<file path="config.mk">
export PLATFORM = sky130hd
export DESIGN_NAME = rmf_ctrl
export DESIGN_NICKNAME = d
export VERILOG_FILES = /design/src/rtl/rmf_pkg.sv /design/src/rtl/rmf_ctrl.sv
export SDC_FILE = /design/constraint.sdc
export NUM_CORES = 1
export LEC_CHECK = 0
export BUFFER_PORTS_ARGS = -buffer_cell sky130_fd_sc_hd__buf_2
export CORE_MARGIN = 3
export CORE_UTILIZATION = 50
export CTS_CLUSTER_SIZE = 30
export DETAILED_ROUTE_END_ITERATION = 6
export PLACE_DENSITY_LB_ADDON = 0.12
export RECOVER_POWER = 50
export SKIP_CTS_REPAIR_TIMING = 1
export SYNTH_ARGS = -nofsm -noshare
export SYNTH_HDL_FRONTEND = slang
export SYNTH_SLANG_ARGS = --single-unit
</file>
<file path="constraint.sdc">
create_clock -name clk_i -period 4.13 [get_ports clk_i]
set_input_delay 0.826 -clock clk_i [delete_from_list [all_inputs] [get_ports clk_i]]
set_output_delay 0.826 -clock clk_i [all_outputs]
set_load 0.005 [all_outputs]
</file>
<file path="src/rtl/rmf_pkg.sv">
package rmf_pkg;

  localparam int CoordFracBits = 16;
  // right shifts that bring the squared lengths to Q16.16
  localparam int ChordShift    = CoordFracBits - 2;
  localparam int TdiffShift    = 58 - CoordFracBits;

  localparam logic [1:0] RegStartNx = 2'd0;
  localparam logic [1:0] RegStartNy = 2'd1;
  localparam logic [1:0] RegStartNz = 2'd2;
  localparam logic [1:0] RegMinSq   = 2'd3;

  localparam logic [31:0] StartNzReset = 32'h4000_0000;
  localparam logic [31:0] MinSqReset   = 32'd1;

  typedef struct packed {
    logic               first_sample;
    logic signed [31:0] point_x;
    logic signed [31:0] point_y;
    logic signed [31:0] point_z;
    logic signed [31:0] deriv_x;
    logic signed [31:0] deriv_y;
    logic signed [31:0] deriv_z;
    logic [30:0]        arc_step;
  } in_item_t;

  typedef struct packed {
    logic signed [31:0] normal_x;
    logic signed [31:0] normal_y;
    logic signed [31:0] normal_z;
    logic signed [31:0] tangent_x;
    logic signed [31:0] tangent_y;
    logic signed [31:0] tangent_z;
    logic [31:0]        arc_total;
    logic               degenerate;
  } out_item_t;

  typedef struct packed {
    logic [1:0]  index;
    logic [31:0] wdata;
  } cfg_req_t;

  typedef enum logic [3:0] {
    OP_NORM,
    OP_SET_T,
    OP_FIRST,
    OP_CHORD,
    OP_SQ_CHORD,
    OP_SQ_TDIFF,
    OP_DEGEN,
    OP_REFL_N,
    OP_REFL_T,
    OP_REFL_2,
    OP_TDIFF,
    OP_COPY_NL,
    OP_COMMIT,
    OP_OUT
  } op_e;

  typedef struct packed {
    logic load;
    logic go;
    op_e  op;
  } cmd_t;

  typedef struct packed {
    logic done;
    logic first;
    logic below_min;
  } sts_t;

endpackage

</file>
<file path="src/rtl/rmf_ctrl.sv">
module rmf_ctrl (
  input  logic          clk_i,
  input  logic          rst_ni,
  input  logic          in_valid_i,
  output logic          in_ready_o,
  output logic          out_valid_o,
  input  logic          out_ready_i,
  output rmf_pkg::cmd_t cmd_o,
  input  rmf_pkg::sts_t sts_i
);

  localparam logic [4:0] S_IDLE   = 5'd0;
  localparam logic [4:0] S_NT     = 5'd1;
  localparam logic [4:0] S_SETT   = 5'd2;
  localparam logic [4:0] S_FIRST  = 5'd3;
  localparam logic [4:0] S_CHORD  = 5'd4;
  localparam logic [4:0] S_SQC    = 5'd5;
  localparam logic [4:0] S_DEGEN  = 5'd6;
  localparam logic [4:0] S_NC     = 5'd7;
  localparam logic [4:0] S_RN     = 5'd8;
  localparam logic [4:0] S_RT     = 5'd9;
  localparam logic [4:0] S_TD     = 5'd10;
  localparam logic [4:0] S_SQT    = 5'd11;
  localparam logic [4:0] S_NT2    = 5'd12;
  localparam logic [4:0] S_RN2    = 5'd13;
  localparam logic [4:0] S_CPN    = 5'd14;
  localparam logic [4:0] S_COMMIT = 5'd15;
  localparam logic [4:0] S_OUT    = 5'd16;

  logic [4:0]   state_q, state_d, nxt;
  logic         wait_q, wait_d;
  logic         ovalid_q, ovalid_d;
  rmf_pkg::op_e op;

  always_comb begin
    case (state_q)
      S_NT:     begin op = rmf_pkg::OP_NORM;     nxt = S_SETT; end
      S_SETT:   begin op = rmf_pkg::OP_SET_T;    nxt = sts_i.first ? S_FIRST : S_CHORD; end
      S_FIRST:  begin op = rmf_pkg::OP_FIRST;    nxt = S_OUT; end
      S_CHORD:  begin op = rmf_pkg::OP_CHORD;    nxt = S_SQC; end
      S_SQC:    begin op = rmf_pkg::OP_SQ_CHORD; nxt = sts_i.below_min ? S_DEGEN : S_NC; end
      S_DEGEN:  begin op = rmf_pkg::OP_DEGEN;    nxt = S_OUT; end
      S_NC:     begin op = rmf_pkg::OP_NORM;     nxt = S_RN; end
      S_RN:     begin op = rmf_pkg::OP_REFL_N;   nxt = S_RT; end
      S_RT:     begin op = rmf_pkg::OP_REFL_T;   nxt = S_TD; end
      S_TD:     begin op = rmf_pkg::OP_TDIFF;    nxt = S_SQT; end
      S_SQT:    begin op = rmf_pkg::OP_SQ_TDIFF; nxt = sts_i.below_min ? S_CPN : S_NT2; end
      S_NT2:    begin op = rmf_pkg::OP_NORM;     nxt = S_RN2; end
      S_RN2:    begin op = rmf_pkg::OP_REFL_2;   nxt = S_COMMIT; end
      S_CPN:    begin op = rmf_pkg::OP_COPY_NL;  nxt = S_COMMIT; end
      S_COMMIT: begin op = rmf_pkg::OP_COMMIT;   nxt = S_OUT; end
      S_OUT:    begin op = rmf_pkg::OP_OUT;      nxt = S_IDLE; end
      default:  begin op = rmf_pkg::OP_NORM;     nxt = S_IDLE; end
    endcase
  end

  always_comb begin
    state_d    = state_q;
    wait_d     = wait_q;
    ovalid_d   = ovalid_q;
    cmd_o.load = 1'b0;
    cmd_o.go   = 1'b0;
    cmd_o.op   = op;

    if (ovalid_q && out_ready_i) ovalid_d = 1'b0;

    case (state_q)
      S_IDLE: begin
        if (in_valid_i) begin
          cmd_o.load = 1'b1;
          state_d    = S_NT;
          wait_d     = 1'b0;
        end
      end
      S_OUT: begin
        // result register frees up in the same cycle it is taken
        if (!ovalid_q || out_ready_i) begin
          cmd_o.go = 1'b1;
          ovalid_d = 1'b1;
          state_d  = S_IDLE;
        end
      end
      default: begin
        if (!wait_q) begin
          cmd_o.go = 1'b1;
          wait_d   = 1'b1;
        end else if (sts_i.done) begin
          wait_d  = 1'b0;
          state_d = nxt;
        end
      end
    endcase
  end

  always_ff @(posedge clk_i or negedge rst_ni) begin
    if (!rst_ni) begin
      state_q  <= S_IDLE;
      wait_q   <= 1'b0;
      ovalid_q <= 1'b0;
    end else begin
      state_q  <= state_d;
      wait_q   <= wait_d;
      ovalid_q <= ovalid_d;
    end
  end

  assign in_ready_o  = (state_q == S_IDLE);
  assign out_valid_o = ovalid_q;

endmodule

</file>
==> qor.yml <==
post-route-period-util_pct: 73.41
final_cell_mix: "sky130_fd_sc_hd__buf_2, sky130_fd_sc_hd__nand2_1, sky130_fd_sc_hd__nor2_1, sky130_fd_sc_hd__o21ai_0, sky130_fd_sc_hd__dfrtp_1"
internal_power_uw: 322.8
io_buffer_count: 14
cts_inserted_buffers: 3
worstSetupEndpointType: "output pin"
crit_path_cell_trace: "nor4_1 -> nand2_1 -> o41ai_1 -> buf_2"
peakVddDrop_v: 0.0003557
power.share.sequential_pct: 30.8
timing.critical_path.slowest_stage_cell: "sky130_fd_sc_hd__nor4_1"
netSwitchingPower_uw: 284.4
pin_count: 15
clk_pin_slew_worst_paths_ns: 0.05
post-dp-hpwl_mm: 1.011
timing_worst_setup_path_type: "flip-flop to output pin"
yosys_register_bits: 7
m1WireLength_um: 760
start_util_pct: 56.75
finalHoldViolations: 0
ant_nets: 0
core_area_mm2: 0.001186
worst-slew-pin-transition_ns: 0.9274
holdWs_ns: 0.4651
cpLargestDelayFamily: "simple AND/OR/NAND/NOR gates"
worstSetupStartpointType: "flip-flop"
min_path_type: "primary input to asynchronous set/reset pin"
netlist_instances: 82
cts_tree: "done"
grt_first_pass_wirelength_mm: 2.484
cp_required_ns: 3.30
setup_total_negative_slack_ns: 0
highest-signal-layer: "met3"
drt-pass1-iter-count: 4
h-tree-depth: 1
power_per_cell_area_mw_per_mm2: 839.6
power.share.switching_pct: 46.84
finalMaxSlewViolations: 0
grt-ovfl-total: 0
antenna_violations_before_repair: 0
synth_top_cell_area_share_pct: 26.02
flow.area_growth_from_synthesis_pct: 7.435
gr-usage-all-layers_pct: 17.44
chipWidth_um: 42.69
crit_fanout: 18
cp.arrival_ns: 2.21
path_buf_inv: 1
fp.dieH_um: 42.69
synthesis.nets: 89
wl_met2_um: 608
synth.cell_area_um2: 673.1
gp_routability_congestion: 0.7558
timing.final.setup_violations: 0
run_status: "finished, final reports clean"
wl_mm: 1.442
netlist_top_cells_area: "sky130_fd_sc_hd__dfrtp_1, sky130_fd_sc_hd__o21ai_0, sky130_fd_sc_hd__nand2_1"
num-nets-final: 100
dominantRegCellSynth: "sky130_fd_sc_hd__dfrtp_1"
clkLatencyLatePin_ns: 0.25
route.vias.total: 593
timing.final.crit_period_ns: 3.032
via_count_of_the_first_global_routing_pass: 557
clock_tree.buffer_depth: 2
clockRootBuffer: "sky130_fd_sc_hd__clkbuf_4"
die_area_mm2: 0.001822
drcViolationCount: 0
max-cap-violations: 0
total_power_uw: 607.2
layout_commonest_cell: "sky130_fd_sc_hd__buf_2"
routed_length_per_instance_um: 13.60
first_iter_violations: 9
p_clk_share_pct: 10.3
share_of_post_route_cells_with_drive_strength_above_1_pct: 23.91
fin_util_pct: 60.97
placedInstanceArea_um2: 713.2
post_synth_edffs: 0
antenna-diode-count: 0
synth_seq_area_share_pct: 26.02
grt_setup_unrepaired: "no"
synth_area_per_cell_um2: 8.209
p_comb_share_pct: 58.9
slew_margin_rel_pct: 37.60
yosysWarnings: 0
cts.sink_count: 7
synth_async_sr_flop_share_pct: 100.0
finalInstanceArea_um2: 723.2
cp_slowest_stage_delay_ns: 0.88
finClkSkew_ns: 0.001015
grt_start_max_net_pins: 19
synth.lib_cells_used.distinct: 35
met3WireLength_um: 73
synth_top_cell_by_area: "sky130_fd_sc_hd__dfrtp_1"
total_leakage_power_uw: 0.0003198
maxClockFrequency_ghz: 0.3298
routed_via_density: 5.594
fp-row-count: 12
## synthesized netlist by cell type (2+ instances only)
| master | instances |
|---|---|
| sky130_fd_sc_hd__mux2_4 | 2 |
| sky130_fd_sc_hd__buf_4 | 2 |
| sky130_fd_sc_hd__nand2_1 | 9 |
| sky130_fd_sc_hd__a21oi_1 | 6 |
| sky130_fd_sc_hd__mux2i_1 | 2 |
| sky130_fd_sc_hd__o221ai_1 | 2 |
| sky130_fd_sc_hd__nor3_1 | 3 |
| sky130_fd_sc_hd__buf_2 | 2 |
| sky130_fd_sc_hd__dfrtp_1 | 7 |
| sky130_fd_sc_hd__clkbuf_1 | 3 |
| sky130_fd_sc_hd__nand2b_1 | 5 |
| sky130_fd_sc_hd__o21ai_0 | 7 |
| sky130_fd_sc_hd__xnor2_1 | 2 |
| sky130_fd_sc_hd__nor2_1 | 7 |
| sky130_fd_sc_hd__inv_1 | 3 |
## routing by layer
layer / global-route usage (%) / up-vias
met3: 6.780 / 0
met5: 0 / -
met1: 26.94 / 266
met4: 1.863 / 0
li1: - / 312
met2: 23.05 / 15
## layout make-up
class	instances	area, um2
sequential	7	175.2
timing repair buffer	14	68.82
tap	14	17.52
inverter	3	11.26
clock buffer	4	26.28
multi-input combinational	64	424.2
fill	110	462.9
## path summary, 6_finish.rpt
| path | start | end | slack [ns] | cells after the start |
|---|---|---|---|---|
| worst max-delay path | state_q[0] | cmd_o[3] | 1.10 | 4 |
| worst min-delay path | rst_ni | state_q[4] | 0.47 | 1 |
| worst max register to register | state_q[0] | state_q[0] | 1.87 | 4 |
| worst min register to register | out_valid_o | out_valid_o | 0.54 | 2 |
| max in group asynchronous | rst_ni | state_q[0] | 3.39 | 1 |
| min in group clk_i | out_valid_o | out_valid_o | 0.54 | 2 |
## sequential cells by signal (all words and copies together) (netlist names)
name	count
out_valid_o	1
state_q	5
wait_q	1
## power by group through the flow
stage	combinational, uW	sequential, uW	clock [uW]
floorplan	367	118	0
global placement	361	194	0
detailed placement	363	196	0
CTS	367	194	63.9
global route	399	201	67.7
finish	358	187	62.4
## metrics by stage
step / setup slack, ns / instances
after detailed placement: 1.765 / 102
after global placement: 1.856 / 102
after floorplan: 2.130 / 82
after CTS: 1.504 / 106
after global routing: 0.8921 / 106
final: 1.098 / 106
## worst register-to-register path, cell delays in order, from the launching register on
cell                      delay (ns)
sky130_fd_sc_hd__dfrtp_1        0.56
sky130_fd_sc_hd__nor4_1         0.88
sky130_fd_sc_hd__nor2_2         0.11
sky130_fd_sc_hd__o21ba_4        0.30
sky130_fd_sc_hd__mux2_4         0.30
## kinds of logic after synthesis
| group | synth area share (%) |
|---|---|
| compound gates | 24.35 |
| xor+xnor | 3.904 |
| buf+inv | 8.735 |
| flops | 26.02 |
| mux | 9.108 |
| simple gates | 27.88 |
No activity file was read; power rests on OpenSTA's default activity.
